===== src/rtl/hcb_pkg.sv =====
// Package with the payload types, register indexes and mod-26 helpers of the Hill cipher block.
`default_nettype none
package hcb_pkg;
  localparam int unsigned LETTER_W = 5;
  localparam int unsigned MOD = 26;
  localparam int unsigned MAX_BLOCK = 4;

  localparam logic [2:0] REG_BLOCK_SIZE = 3'd0;
  localparam logic [2:0] REG_KEY_ROW0 = 3'd1;
  localparam logic [2:0] REG_KEY_ROW1 = 3'd2;
  localparam logic [2:0] REG_KEY_ROW2 = 3'd3;
  localparam logic [2:0] REG_KEY_ROW3 = 3'd4;

  typedef struct packed {
    logic [4:0] letter3;
    logic [4:0] letter2;
    logic [4:0] letter1;
    logic [4:0] letter0;
    logic       action;
  } hcb_in_t;

  typedef struct packed {
    logic       status;
    logic [4:0] out3;
    logic [4:0] out2;
    logic [4:0] out1;
    logic [4:0] out0;
  } hcb_out_t;

  // Reduces a value below 52 modulo 26.
  function automatic logic [4:0] mod26_5(input logic [5:0] v);
    mod26_5 = (v >= 6'd26) ? 5'(v - 6'd26) : v[4:0];
  endfunction

  // Reduces a value below 1024 modulo 26.
  function automatic logic [4:0] mod26_10(input logic [9:0] v);
    logic [25:0] q;
    logic [9:0]  rem;
    begin
      q = {16'd0, v} * 26'd40330;
      rem = v - {4'd0, q[25:20]} * 10'd26;
      mod26_10 = (rem >= 10'd26) ? 5'(rem - 10'd26) : rem[4:0];
    end
  endfunction
endpackage
`default_nettype wire


===== src/rtl/hill_cipher_block.sv =====
// Top level of the Hill cipher block: key registers, sequencer and shared multiply-mod unit.
//
// Usage: write block_size (index 0) and key rows (indexes 1..4) on the cfg_ channel
// while idle; cfg_ready is always high. Send one item on in_ per block: action 0
// encrypts, 1 decrypts. One result item appears on out_ per input item.
// Every product goes through one 5x5-bit multiply and mod-26 unit, one product a
// cycle. Encrypt steps through the n*n products of the block, then raises out_valid.
// Decrypt steps all 24 permutations of four for the determinant, searches the
// determinant inverse, steps all 24 permutations again for each of the n*n minors,
// then scales the adjugate, multiplies it with the block and presents the result;
// when the key is not invertible it presents a status result after the search.
// in_ready is high only when no item is in work and the output register is empty
// or being taken in the same cycle, so the next item can be accepted at the edge
// that takes the result. A stalled receiver holds the result in the output
// register and blocks new items. Synchronous reset sets block_size to 2, clears
// the key, returns the sequencer to idle and empties the output register.
`default_nettype none
module hill_cipher_block import hcb_pkg::*; (
  input  wire logic        clk,
  input  wire logic        rst_n,
  input  wire logic        in_valid,
  output logic             in_ready,
  input  wire hcb_in_t     in_data,
  output logic             out_valid,
  input  wire logic        out_ready,
  output hcb_out_t         out_data,
  input  wire logic        cfg_valid,
  output logic             cfg_ready,
  input  wire logic [2:0]  cfg_index,
  input  wire logic [19:0] cfg_data
);
  typedef enum logic [6:0] {
    S_IDLE = 7'b0000001,
    S_DET  = 7'b0000010,
    S_INV  = 7'b0000100,
    S_COF  = 7'b0001000,
    S_SCL  = 7'b0010000,
    S_MUL  = 7'b0100000,
    S_DONE = 7'b1000000
  } state_t;

  state_t      state_r, state_nxt;
  logic [2:0]  bsize_r;
  logic [19:0] key_r [4];
  logic [4:0]  k_r [4][4];
  logic [4:0]  m_r [4][4];
  logic [4:0]  blk_r [4];
  logic [4:0]  res_r [4];
  logic [1:0]  n_r;
  logic [4:0]  acc_r, term_r, dinv_r, det_r;
  logic [4:0]  perm_r;
  logic [1:0]  pos_r, row_r, col_r;
  logic [1:0]  ci_r, cj_r;
  logic [4:0]  x_r;
  hcb_out_t    out_r;
  logic        ov_r;

  // Permutation tables over 4 elements, lexicographic, with parity.
  function automatic logic [1:0] perm_at(input logic [4:0] p, input logic [1:0] i);
    logic [7:0] w;
    begin
      case (p)
        5'd0:  w = 8'b00_01_10_11;
        5'd1:  w = 8'b00_01_11_10;
        5'd2:  w = 8'b00_10_01_11;
        5'd3:  w = 8'b00_10_11_01;
        5'd4:  w = 8'b00_11_01_10;
        5'd5:  w = 8'b00_11_10_01;
        5'd6:  w = 8'b01_00_10_11;
        5'd7:  w = 8'b01_00_11_10;
        5'd8:  w = 8'b01_10_00_11;
        5'd9:  w = 8'b01_10_11_00;
        5'd10: w = 8'b01_11_00_10;
        5'd11: w = 8'b01_11_10_00;
        5'd12: w = 8'b10_00_01_11;
        5'd13: w = 8'b10_00_11_01;
        5'd14: w = 8'b10_01_00_11;
        5'd15: w = 8'b10_01_11_00;
        5'd16: w = 8'b10_11_00_01;
        5'd17: w = 8'b10_11_01_00;
        5'd18: w = 8'b11_00_01_10;
        5'd19: w = 8'b11_00_10_01;
        5'd20: w = 8'b11_01_00_10;
        5'd21: w = 8'b11_01_10_00;
        5'd22: w = 8'b11_10_00_01;
        5'd23: w = 8'b11_10_01_00;
        default: w = 8'b00_01_10_11;
      endcase
      case (i)
        2'd0: perm_at = w[7:6];
        2'd1: perm_at = w[5:4];
        2'd2: perm_at = w[3:2];
        default: perm_at = w[1:0];
      endcase
    end
  endfunction

  function automatic logic perm_odd(input logic [4:0] p);
    logic [1:0] v [4];
    logic o;
    begin
      o = 1'b0;
      for (int a = 0; a < 4; a++) v[a] = perm_at(p, a[1:0]);
      for (int a = 0; a < 4; a++)
        for (int b = a + 1; b < 4; b++)
          if (v[a] > v[b]) o = ~o;
      perm_odd = o;
    end
  endfunction

  // Size of a permutation prefix: order k uses first k! permutations of {0..k-1}
  // when the last 4-k elements stay fixed; lexicographic order puts them first
  // only for k=1 and k=4, so permutations are enumerated at full size and filtered.
  logic [2:0] dim;
  logic [4:0] nfact;
  logic [1:0] pi;
  logic [1:0] mr, mc;
  logic       keep;
  logic [4:0] ma, mb;
  logic [9:0] prod;
  logic [4:0] pm;

  always_comb begin
    dim = (state_r == S_DET) ? {1'b0, n_r} + 3'd1 : {1'b0, n_r};
    nfact = 5'd23;
    keep = 1'b1;
    for (int a = 0; a < 4; a++)
      if (a >= dim && perm_at(perm_r, a[1:0]) != a[1:0]) keep = 1'b0;
    pi = perm_at(perm_r, pos_r);
    mr = pos_r;
    mc = pi;
    if (state_r == S_COF) begin
      mr = (pos_r >= cj_r) ? pos_r + 2'd1 : pos_r;
      mc = (pi >= ci_r) ? pi + 2'd1 : pi;
    end
    ma = 5'd0;
    mb = 5'd0;
    case (state_r)
      S_DET, S_COF: begin
        ma = (pos_r == 2'd0) ? 5'd1 : term_r;
        mb = k_r[mr][mc];
      end
      S_INV: begin ma = det_r; mb = x_r; end
      S_SCL: begin ma = m_r[row_r][col_r]; mb = dinv_r; end
      S_MUL: begin ma = m_r[row_r][col_r]; mb = blk_r[col_r]; end
      default: begin ma = 5'd0; mb = 5'd0; end
    endcase
    prod = {5'd0, ma} * {5'd0, mb};
    pm = mod26_10(prod);
  end

  wire logic last_pos = (state_r == S_DET) ? (pos_r == n_r) : (pos_r == n_r - 2'd1);
  wire logic [4:0] sacc = perm_odd(perm_r) ^ ((state_r == S_COF) && (ci_r[0] ^ cj_r[0]))
                          ? mod26_5({1'b0, acc_r} + 6'd26 - {1'b0, pm})
                          : mod26_5({1'b0, acc_r} + {1'b0, pm});
  wire logic [4:0] madd = mod26_5({1'b0, acc_r} + {1'b0, pm});

  assign cfg_ready = 1'b1;
  assign in_ready = (state_r == S_IDLE) && (!ov_r || out_ready);
  assign out_valid = ov_r;
  assign out_data = out_r;

  always_comb begin
    state_nxt = state_r;
    case (state_r)
      S_IDLE: if (in_valid && in_ready) state_nxt = in_data.action ? S_DET : S_MUL;
      S_DET: if (perm_r == nfact && (last_pos || !keep)) state_nxt = S_INV;
      S_INV: if (pm == 5'd1 || x_r == 5'd25) state_nxt = (pm == 5'd1) ? S_COF : S_DONE;
      S_COF: if (perm_r == nfact && (last_pos || !keep) && ci_r == n_r && cj_r == n_r)
               state_nxt = S_SCL;
      S_SCL: if (row_r == n_r && col_r == n_r) state_nxt = S_MUL;
      S_MUL: if (row_r == n_r && col_r == n_r) state_nxt = S_DONE;
      S_DONE: state_nxt = S_IDLE;
      default: state_nxt = S_IDLE;
    endcase
  end

  always_ff @(posedge clk) begin
    if (!rst_n) begin
      state_r <= S_IDLE;
      bsize_r <= 3'd2;
      for (int a = 0; a < 4; a++) key_r[a] <= 20'd0;
      ov_r <= 1'b0;
    end else begin
      state_r <= state_nxt;
      if (cfg_valid) begin
        if (cfg_index == REG_BLOCK_SIZE) bsize_r <= cfg_data[2:0];
        else if (cfg_index inside {[REG_KEY_ROW0:REG_KEY_ROW3]})
          key_r[2'(cfg_index - REG_KEY_ROW0)] <= cfg_data;
      end
      if (state_r == S_DONE) ov_r <= 1'b1;
      else if (ov_r && out_ready) ov_r <= 1'b0;
    end
  end

  wire logic [1:0] nl = (bsize_r < 3'd2) ? 2'd1 :
                        (bsize_r > 3'(MAX_BLOCK)) ? 2'(MAX_BLOCK - 1) : 2'(bsize_r - 3'd1);

  always_ff @(posedge clk) begin
    case (state_r)
      S_IDLE: begin
        n_r <= nl;
        perm_r <= 5'd0; pos_r <= 2'd0; acc_r <= 5'd0; term_r <= 5'd1;
        row_r <= 2'd0; col_r <= 2'd0; ci_r <= 2'd0; cj_r <= 2'd0; x_r <= 5'd1;
        for (int r = 0; r < 4; r++) begin
          blk_r[r] <= (r <= nl) ? mod26_5({1'b0, in_data[1 + 5*r +: 5]}) : 5'd0;
          res_r[r] <= 5'd0;
          for (int c = 0; c < 4; c++) begin
            k_r[r][c] <= (r <= nl && c <= nl) ? mod26_5({1'b0, key_r[r][5*c +: 5]}) : 5'd0;
            m_r[r][c] <= (r <= nl && c <= nl) ? mod26_5({1'b0, key_r[r][5*c +: 5]}) : 5'd0;
          end
        end
      end
      S_DET, S_COF: begin
        if (!keep || last_pos) begin
          if (keep) acc_r <= sacc;
          pos_r <= 2'd0;
          term_r <= 5'd1;
          perm_r <= (perm_r == nfact) ? 5'd0 : perm_r + 5'd1;
          if (perm_r == nfact) begin
            if (state_r == S_DET) begin
              det_r <= keep ? sacc : acc_r;
              acc_r <= 5'd0;
            end else begin
              m_r[ci_r][cj_r] <= (n_r == 2'd0) ? 5'd1 : (keep ? sacc : acc_r);
              acc_r <= 5'd0;
              cj_r <= (cj_r == n_r) ? 2'd0 : cj_r + 2'd1;
              if (cj_r == n_r) ci_r <= ci_r + 2'd1;
            end
          end
        end else begin
          term_r <= pm;
          pos_r <= pos_r + 2'd1;
        end
      end
      S_INV: begin
        x_r <= x_r + 5'd1;
        if (pm == 5'd1) dinv_r <= x_r;
        else if (x_r == 5'd25) out_r <= '{status: 1'b1, default: '0};
      end
      S_SCL, S_MUL: begin
        if (state_r == S_SCL) m_r[row_r][col_r] <= pm;
        else begin
          acc_r <= (col_r == n_r) ? 5'd0 : madd;
          if (col_r == n_r) res_r[row_r] <= madd;
        end
        col_r <= (col_r == n_r) ? 2'd0 : col_r + 2'd1;
        if (col_r == n_r) row_r <= (row_r == n_r) ? 2'd0 : row_r + 2'd1;
        if (state_r == S_MUL && row_r == n_r && col_r == n_r)
          out_r <= '{status: 1'b0,
                     out3: (n_r == 2'd3) ? madd : res_r[3],
                     out2: (n_r == 2'd2) ? madd : res_r[2],
                     out1: (n_r == 2'd1) ? madd : res_r[1],
                     out0: res_r[0]};
      end
      default: begin
      end
    endcase
  end

`ifndef SYNTH
  a_in_busy: assert property (@(posedge clk) disable iff (!rst_n)
    (in_valid && in_ready) |=> !in_ready) else $error("item accepted while busy");
  a_done: assert property (@(posedge clk) disable iff (!rst_n)
    (state_r == S_DONE) |=> out_valid) else $error("result not presented");
  a_status: assert property (@(posedge clk) disable iff (!rst_n)
    (out_valid && out_data.status) |-> (out_data.out0 == 5'd0 && out_data.out1 == 5'd0))
    else $error("nonzero letters with bad key");
  a_hold: assert property (@(posedge clk) disable iff (!rst_n)
    (out_valid && !out_ready) |=> $stable(out_data)) else $error("result changed");
`endif
endmodule
`default_nettype wire


===== config.mk =====
export PLATFORM = sky130hd
export DESIGN_NAME = hill_cipher_block
export DESIGN_NICKNAME = d
export VERILOG_FILES = /design/src/rtl/hcb_pkg.sv /design/src/rtl/hill_cipher_block.sv
export SDC_FILE = /design/constraint.sdc
export NUM_CORES = 1
export LEC_CHECK = 0
export BUFFER_PORTS_ARGS = -buffer_cell sky130_fd_sc_hd__buf_2
export CAP_MARGIN = 40
export CORE_ASPECT_RATIO = 0.5
export CORE_MARGIN = 5
export CORE_UTILIZATION = 55
export DETAILED_ROUTE_END_ITERATION = 10
export PLACE_DENSITY = 0.72
export SYNTH_ARGS = -nofsm -noshare
export SYNTH_HDL_FRONTEND = slang
export SYNTH_SLANG_ARGS = --single-unit
export TNS_END_PERCENT = 100

===== constraint.sdc =====
create_clock -name clk -period 24.3 [get_ports clk]
set_input_delay 1.215 -clock clk [delete_from_list [all_inputs] [get_ports clk]]
set_output_delay 1.215 -clock clk [all_outputs]
set_load 0.02 [all_outputs]

==> results of run 1 <==
per-stage QoR:
stage,cells,total power [mW]
after detailed placement,2722,2.61
after global placement,2712,2.57
after global routing,2784,3.30
final,2784,3.13
after floorplan,2122,2.17
after CTS,2784,3.12
cells by family after synthesis:
logic type | Yosys count | share of synthesized area
flip-flops | 366 | 0.464
multiplexers | 80 | 0.0603
AO/OA/AOI/OAI | 423 | 0.116
adder cells (fa/ha/maj) | 237 | 0.144
AND/OR/NAND/NOR | 633 | 0.134
buffers and inverters | 305 | 0.0507
XOR/XNOR | 77 | 0.0308
other | 1 | 0.000162
per-layer routing:
layer | part of all wire | wire (um) | track usage
met1 | 0.45 | 24300 | 0.338
met2 | 0.45 | 24300 | 0.366
met3 | 0.084 | 4570 | 0.0512
met4 | 0.025 | 1380 | 0.0610
met5 | 0 | 0 | 0
area by class of cell:
| type | count | share of cell area |
|---|---|---|
| multi-input cells | 1451 | 0.447 |
| flip-flops and latches | 366 | 0.426 |
| clock buffers | 46 | 0.0371 |
| inverters | 227 | 0.0340 |
| well taps | 577 | 0.0286 |
| repair buffers | 101 | 0.0246 |
| clock inverters | 16 | 0.00337 |
worst max-delay path: cells and delay by family, from the launching register on:
kind            cells  cell delay, ps
compound gates     18            5000
mux                 3             810
fa+ha+maj          18            7020
buf+inv             9            1130
flops               1             560
xor+xnor            3            1360
simple gates       17            3520
synth_stat cells (all sizes together) (7+ instances only):
| cell type | number | area [um2] |
|---|---|---|
| mux2i | 26 | 260 |
| o21ai | 103 | 515 |
| or3 | 18 | 118 |
| a21o | 13 | 97.6 |
| and3 | 25 | 156 |
| a31oi | 21 | 176 |
| nor3 | 26 | 135 |
| edfxtp | 343 | 10300 |
| nand2b | 26 | 163 |
| nor2b | 20 | 125 |
| and2 | 118 | 741 |
| o21a | 10 | 75.1 |
| o211ai | 13 | 97.6 |
| xnor2 | 46 | 410 |
| a21oi | 146 | 761 |
| a22oi | 10 | 75.1 |
| nand2 | 148 | 556 |
| inv | 222 | 833 |
| o31ai | 13 | 97.6 |
| o221ai | 7 | 67.6 |
| nand3 | 13 | 65.1 |
| a22o | 10 | 87.6 |
| xor2 | 29 | 254 |
| mux2 | 7 | 78.8 |
| clkbuf | 51 | 191 |
| mux4 | 47 | 1060 |
| ha | 188 | 2350 |
| a211oi | 17 | 128 |
| fa | 49 | 981 |
| o22ai | 19 | 131 |
| buf | 27 | 128 |
| nor2 | 189 | 712 |
| a21boi | 7 | 52.6 |
| dfxtp | 23 | 460 |
| or2 | 23 | 144 |
final timing paths:
kind	startpoint	to	slack [ps]	depth (start not counted)
setup / recovery	pos_r[0]	m_r[1][19]	4540	68
hold reg to reg	res_r[0][1]	out_data[1]	520	1
hold / removal	res_r[0][1]	out_data[1]	520	1
setup reg to reg	pos_r[0]	m_r[1][19]	4540	68
sequential cells by signal, indices dropped and copies added (netlist names), 3 cells and up, named ones only:
register / count
blk_r: 20
res_r: 20
det_r: 5
k_r: 80
x_r: 5
dinv_r: 5
state_r: 7
term_r: 5
out_data: 21
m_r: 80
acc_r: 5
perm_r: 5
bsize_r: 3
key_r: 80
power breakdown:
part / switching [mW] / internal, mW
logic: 1.00 / 0.511
registers: 0.120 / 0.997
clock network: 0.231 / 0.273
total: 1.35 / 1.78
==> out/results.ini, run 1 <==
[power_and_ir_drop]
ir_drop_mv=0.144
power.density_nw_per_um2=124
p_leak_nw=10.7

[detailed_routing]
routedWlPerCell_um=19.6
antenna_left=0
viasPerCell=5.74
drt_iter0_drc=1619
wirelength_um=54500
firstDrtPassIters=6
drc=0
num_vias=15978

[clock_tree]
insertion_delay_ps=540
cts_made_buffers=35
cts_setup_buffers=0
clkSlewWorstSetupHoldPaths_ps=60
cts-root-buf=clkbuf_16
cts.repair.resized=0
hold_buffers=0
cts_tree=yes
cts.sinks=366
cts.path.max_buffers=3
cts_max_level=2

[floorplan]
ioPinCount=73
fp.coreArea_um2=41800
row_count=53
die_w_um=300
initial_utilization=0.554
chipHeight_um=155
die_area_um2=46600

[final_layout]
layout.area.seq_um2=10800
final_common_cell=edfxtp_1
drive_gt1_frac=0.116
post-route-util=0.604
n_antenna_cell=0
fin_area_um2=25300
nNetsFinal=2468
final_cell_mix=edfxtp_1 (343), inv_1 (220), nor2_1 (188), ha_1 (188), nand2_1 (148)
multi_input_area_um2=11300
areaGrowthSynthToFinish_pct=9.02
nFillCells=3385

[place]
dp.final_hpwl_um=42200
postPlaceCellArea_um2=24300
portBuffers=71
gp_congestion=0.897
post-place-ws_ps=4740

[worst_setup_path]
crit_arrival_ps=20000
cp_data_required_time_ps=24540
cp_slowest_cell=a21oi_2
critPathMaxStageDelay_ps=810
cp-start-kind=flip-flop
endpoint_kind=flip-flop
timing_worst_setup_path_type=reg2reg
crit_fanout=18
worst_path_most_repeated_cell=ha_1

[synth]
syn_nets=2408
yosys_warnings=0
async_reset_ff_frac=0
netlist_instances=2122
synth_edf_count=343
synthesis.area_um2=23200
yosysSeqAreaShare=0.464
ys_ff_latch=366
syn_avg_cell_area_um2=10.9
ys.flop_type=edfxtp_1
ys_types=85

[flow_run]
cap_violations=0

[sta]
finalMaxSlewViolations=0
finalWorstSetupSlack_ps=4540
finalSetupViolCount=0
max_freq_ghz=0.0506
slew_headroom=0.359
fin_skew_ps=26.7
period_needed_ps=19760
worst-slew-pin-transition_ps=961
rsz0062_at_grt=no
finalHoldViolations=0
fin_worst_hold_slack_ps=518
min_period_over_period=0.813
setup_tns_ps=0

[global_route]
first_global_vias=15673
antenna_found_initial=0
grt_pass1_wl_um=85800
grt-ovfl-total=0
grt_max_degree=57
grt_usage=0.234

[worst_hold_path]
hp-class=reg2reg

[status]
status=finished clean

Power figures use the tool's default switching activity.
==> run 2, diff against run 1 <==
--- a/config.mk
+++ b/config.mk
@@ -11,7 +11,7 @@
 export CORE_MARGIN = 5
 export CORE_UTILIZATION = 55
 export DETAILED_ROUTE_END_ITERATION = 10
-export PLACE_DENSITY = 0.72
+export PLACE_DENSITY = 0.75
 export SYNTH_ARGS = -nofsm -noshare
 export SYNTH_HDL_FRONTEND = slang
 export SYNTH_SLANG_ARGS = --single-unit
==> constraint.sdc (replaced) <==
create_clock -name clk -period 17.7 [get_ports clk]
set_input_delay 0.885 -clock clk [delete_from_list [all_inputs] [get_ports clk]]
set_output_delay 0.885 -clock clk [all_outputs]
set_load 0.02 [all_outputs]
==> run 2 against run 1 <==
Effect of this change: register-to-register slack worse by 4000 ps; count of clock-buffer cells in the layout down 3; cell count up 2.1%; largest cell class unchanged; largest power group unchanged.
==> out/results.ini, run 2 (synthesis results as in run 1) <==
[worst_setup_path]
worst_path_most_repeated_cell=ha_1
crit_arrival_ps=17400
endpoint_kind=flip-flop
reg2reg_slack_ps=550
cp_slowest_cell=or4_4
cp-start-kind=flip-flop
critPathMaxStageDelay_ps=560
crit_fanout=8
cp_data_required_time_ps=17950
timing_worst_setup_path_type=reg2reg

[clock_tree]
cts_max_level=2
clkSlewWorstSetupHoldPaths_ps=70
cts.path.max_buffers=3
hold_buffers=0
cts.sinks=366
insertion_delay_ps=540
cts_made_buffers=36
cts_tree=yes
cts-root-buf=clkbuf_16

[detailed_routing]
routedWlPerCell_um=20.0
firstDrtPassIters=6
viasPerCell=5.83
routed-wl-met3_um=5350
routed.top_layer=met4
dr_wl_met2_um=25600
num_vias=16575
drc=0
antenna_left=0
wirelength_um=56800
drt_iter0_drc=2056
met1_length_um=24500

[final_layout]
n_antenna_cell=0
fin_area_um2=26300
nNetsFinal=2525
final_common_cell=edfxtp_1
nFillCells=3148
drive_gt1_frac=0.161
top_regs=k_r: 80 flops, key_r: 80 flops, m_r: 80 flops
final_cells=2842
post-route-util=0.628
areaGrowthSynthToFinish_pct=13.4
final_cell_mix=edfxtp_1 (343), inv_1 (218), nor2_1 (185), ha_1 (183), nand2_1 (146)

[place]
dpl.cell_count=2754
gp_congestion=0.908
post-place-ws_ps=-363
dp.final_hpwl_um=42900
postPlaceCellArea_um2=24500
portBuffers=71

[power_and_ir_drop]
switching_power_mw=2.03
power.density_nw_per_um2=185
power_mw=4.86
switching_share=0.417
combPwrFrac=0.523
intPower_mw=2.83
power_frac_seq=0.313
p_leak_nw=11.2
pwr-share-clk=0.164
ir_drop_mv=0.249

[sta]
worst-slew-pin-transition_ps=841
setup_tns_ps=0
fin_worst_hold_slack_ps=516
min_period_over_period=0.969
finalMaxSlewViolations=0
slew_headroom=0.423
finalWorstSetupSlack_ps=551
finalSetupViolCount=0
finalHoldViolations=0
period_needed_ps=17150
fin_skew_ps=22.7
max_freq_ghz=0.0583

[floorplan]
die_w_um=300
initial_utilization=0.554
fp.coreArea_um2=41800
ioPinCount=73
die_area_um2=46600
row_count=53
chipHeight_um=155

[global_route]
grt-ovfl-total=0
grt_usage=0.237
first_global_vias=15784
grt_max_degree=72
grt_pass1_wl_um=87100
antenna_found_initial=0

[worst_hold_path]
hp-class=reg2reg

[status]
status=finished clean

[flow_run]
cap_violations=0

-- run 2: final cells by class --
type | instances | area, um2 | share of cell area
clock buffers | 43 | 937 | 0.0356
inverters | 227 | 860 | 0.0327
well taps | 577 | 722 | 0.0275
flip-flops and latches | 366 | 10800 | 0.409
multi-input cells | 1451 | 11600 | 0.441
repair buffers | 157 | 1150 | 0.0436
clock inverters | 21 | 268 | 0.0102
-- run 2: final timing paths --
kind | from | depth (start not counted) | endpoint
max | pos_r[0] | 73 | m_r[3][18]
min | out_valid | 2 | out_valid
max reg2reg | pos_r[0] | 73 | m_r[3][18]
min reg2reg | out_valid | 2 | out_valid
-- run 2: what timing repair did --
item	in CTS	in global routing
endpoints found under the setup margin	65	87
buffers inserted	2	20
gates resized for setup	8	56
gates cloned	0	2
pin swaps	3	18
-- run 2: worst max-delay path, delay by kind of cell (launching register included) --
kind	cells	cell delay, ps
simple gates	16	3120
flops	1	450
buf+inv	13	1400
xor+xnor	5	1080
fa+ha+maj	17	6250
mux	3	710
compound gates	19	3810
-- run 2: per-layer routing --
metal  vias up  GRT usage
met5         -          0
met4         0     0.0574
met3       104     0.0495
met2       678      0.370
met1      7979      0.345
li1       7814          -
-- run 2: power groups by stage --
stage | Combinational, mW | Clock (mW) | Sequential [mW]
after floorplan | 1.52 | 0 | 1.47
after global placement | 2.08 | 0 | 1.53
after detailed placement | 2.15 | 0 | 1.53
after CTS | 2.26 | 0.799 | 1.52
after global routing | 2.70 | 0.839 | 1.54
final | 2.54 | 0.797 | 1.52
==> run 3, diff against run 2 <==
--- a/config.mk
+++ b/config.mk
@@ -9,9 +9,8 @@
 export CAP_MARGIN = 40
 export CORE_ASPECT_RATIO = 0.5
 export CORE_MARGIN = 5
-export CORE_UTILIZATION = 55
+export CORE_UTILIZATION = 42
 export DETAILED_ROUTE_END_ITERATION = 10
-export PLACE_DENSITY = 0.75
 export SYNTH_ARGS = -nofsm -noshare
 export SYNTH_HDL_FRONTEND = slang
 export SYNTH_SLANG_ARGS = --single-unit
==> run 3 against run 2 <==
Effect of this change: clock skew up 11 ps; highest routed layer unchanged; first-iteration DRC count down 19%; flip-flop and latch count unchanged; largest power group unchanged; utilization down 14 points.
==> out/results.ini, run 3 (synthesis results as in run 1) <==
[worst_setup_path]
worst_path_most_repeated_cell=ha_1
crit_fanout=8
r2r_start=pos_r[0]
cp-start-kind=flip-flop
cp_slowest_cell=fa_1
critPathMaxStageDelay_ps=560
worst-path-stages=71
crit_arrival_ps=17200
endpoint_kind=flip-flop
reg2reg_slack_ps=770
crit_family=adder cells
timing_worst_setup_path_type=reg2reg
cp_data_required_time_ps=17980
reg2reg_to=m_r[0][3]
timing.reg2reg.worst_path_depth=71
critical_path_buf_inv_count=12

[detailed_routing]
num_vias=16290
viasPerCell=5.41
drc=0
wirelength_um=59800
firstDrtPassIters=5
drt_iter0_drc=1674
antenna_left=0
routedWlPerCell_um=19.8

[final_layout]
areaGrowthSynthToFinish_pct=14.6
top_regs=k_r: 80 flops, key_r: 80 flops, m_r: 80 flops
final_cell_mix=edfxtp_1 (343), inv_1 (218), nor2_1 (186), ha_1 (184), nand2_1 (145)
nNetsFinal=2526
post-route-util=0.490
n_antenna_cell=0
drive_gt1_frac=0.163
final_common_cell=edfxtp_1

[clock_tree]
hold_buffers=0
cts_made_buffers=39
insertion_delay_ps=550
clkSlewWorstSetupHoldPaths_ps=60
cts.sinks=366
cts-root-buf=clkbuf_16
cts.path.max_buffers=3
cts_tree=yes
cts_max_level=2

[global_route]
grt-ovfl-total=0
grt_max_degree=70
antenna_found_initial=0
first_global_vias=15617
grt_usage=0.194
grt_pass1_wl_um=90900

[sta]
finalWorstSetupSlack_ps=774
slew_headroom=0.356
fin_worst_hold_slack_ps=516
max_freq_ghz=0.0591
fin_skew_ps=33.5
worst-slew-pin-transition_ps=958
min_period_over_period=0.956
finalSetupViolCount=0
finalMaxSlewViolations=0
finalHoldViolations=0
period_needed_ps=16930

[power_and_ir_drop]
p_leak_nw=11.2
pwr-share-clk=0.172
ir_drop_mv=0.181
power.density_nw_per_um2=185
switching_power_mw=2.06
power_mw=4.90
combPwrFrac=0.520
switching_share=0.421
power_frac_seq=0.308
intPower_mw=2.84

[floorplan]
die_w_um=342
fp.coreArea_um2=54200
row_count=60
initial_utilization=0.428
die_area_um2=60300
chipHeight_um=176
ioPinCount=73

[flow_run]
cap_violations=0

[place]
gp_congestion=0.890
portBuffers=71
post-place-ws_ps=-288
dp.final_hpwl_um=45700

[worst_hold_path]
hold_depth=1
min_to=out_data[4]
hp-class=reg2reg
hp-start=res_r[0][4]

[status]
status=finished clean

==> run 3: cell types whose count changed in the layout (fill, tap and decap cells not counted), sizes merged <==
cell      before  now
clkbuf        45   50
clkinvlp       1    2
buf          155  153
bufinv         6    5
inv          224  226
clkinv        17   16
==> run 3: layout make-up <==
class                           count  area, um2
Fill cell                        4882      27600
Sequential cell                   366      10800
Tap cell                          744        931
Clock inverter                     22        260
Timing Repair Buffer              155       1130
Clock buffer                       48       1040
Inverter                          227        860
Multi-Input combinational cell   1451      11600
==> run 3: worst max-delay path by stage <==
stage,from,to
2_1_floorplan,pos_r[0],m_r[0][13]
3_3_place_gp,pos_r[0],m_r[3][3]
3_5_place_dp,pos_r[0],m_r[3][8]
4_1_cts,pos_r[0],m_r[3][16]
5_1_grt,pos_r[0],m_r[3][16]
6_report,pos_r[0],m_r[0][3]
==> run 3: layer usage <==
layer,vias to the layer above,wire (um),GRT usage
met3,78,4520,0.0357
met1,7915,28100,0.289
met2,500,26000,0.296
met5,-,0,0
li1,7797,-,-
met4,0,1120,0.0419
==> run 3: what timing repair did <==
action                     4_1_cts  5_1_grt
pin swaps                        2       22
gates cloned                     0        2
setup buffers                    1       17
setup endpoints to repair       66       81
gates resized for setup          9       56
==> run 3: power groups by stage <==
stage	Combinational [mW]	Sequential [mW]	Clock (mW)
after detailed placement	2.22	1.52	0
after CTS	2.28	1.51	0.852
after global routing	2.73	1.54	0.892
final	2.55	1.51	0.843
after global placement	2.17	1.52	0
after floorplan	1.52	1.47	0
==> run 3: stage by stage <==
step / setup TNS [ps] / instances / cell area [um2]
6_report: 0 / 3013 / 26600
2_1_floorplan: 0 / 2122 / 23200
3_3_place_gp: 0 / 2914 / 24600
5_1_grt: -447 / 3013 / 26600
3_5_place_dp: -11500 / 2922 / 24800
4_1_cts: 0 / 2993 / 26100
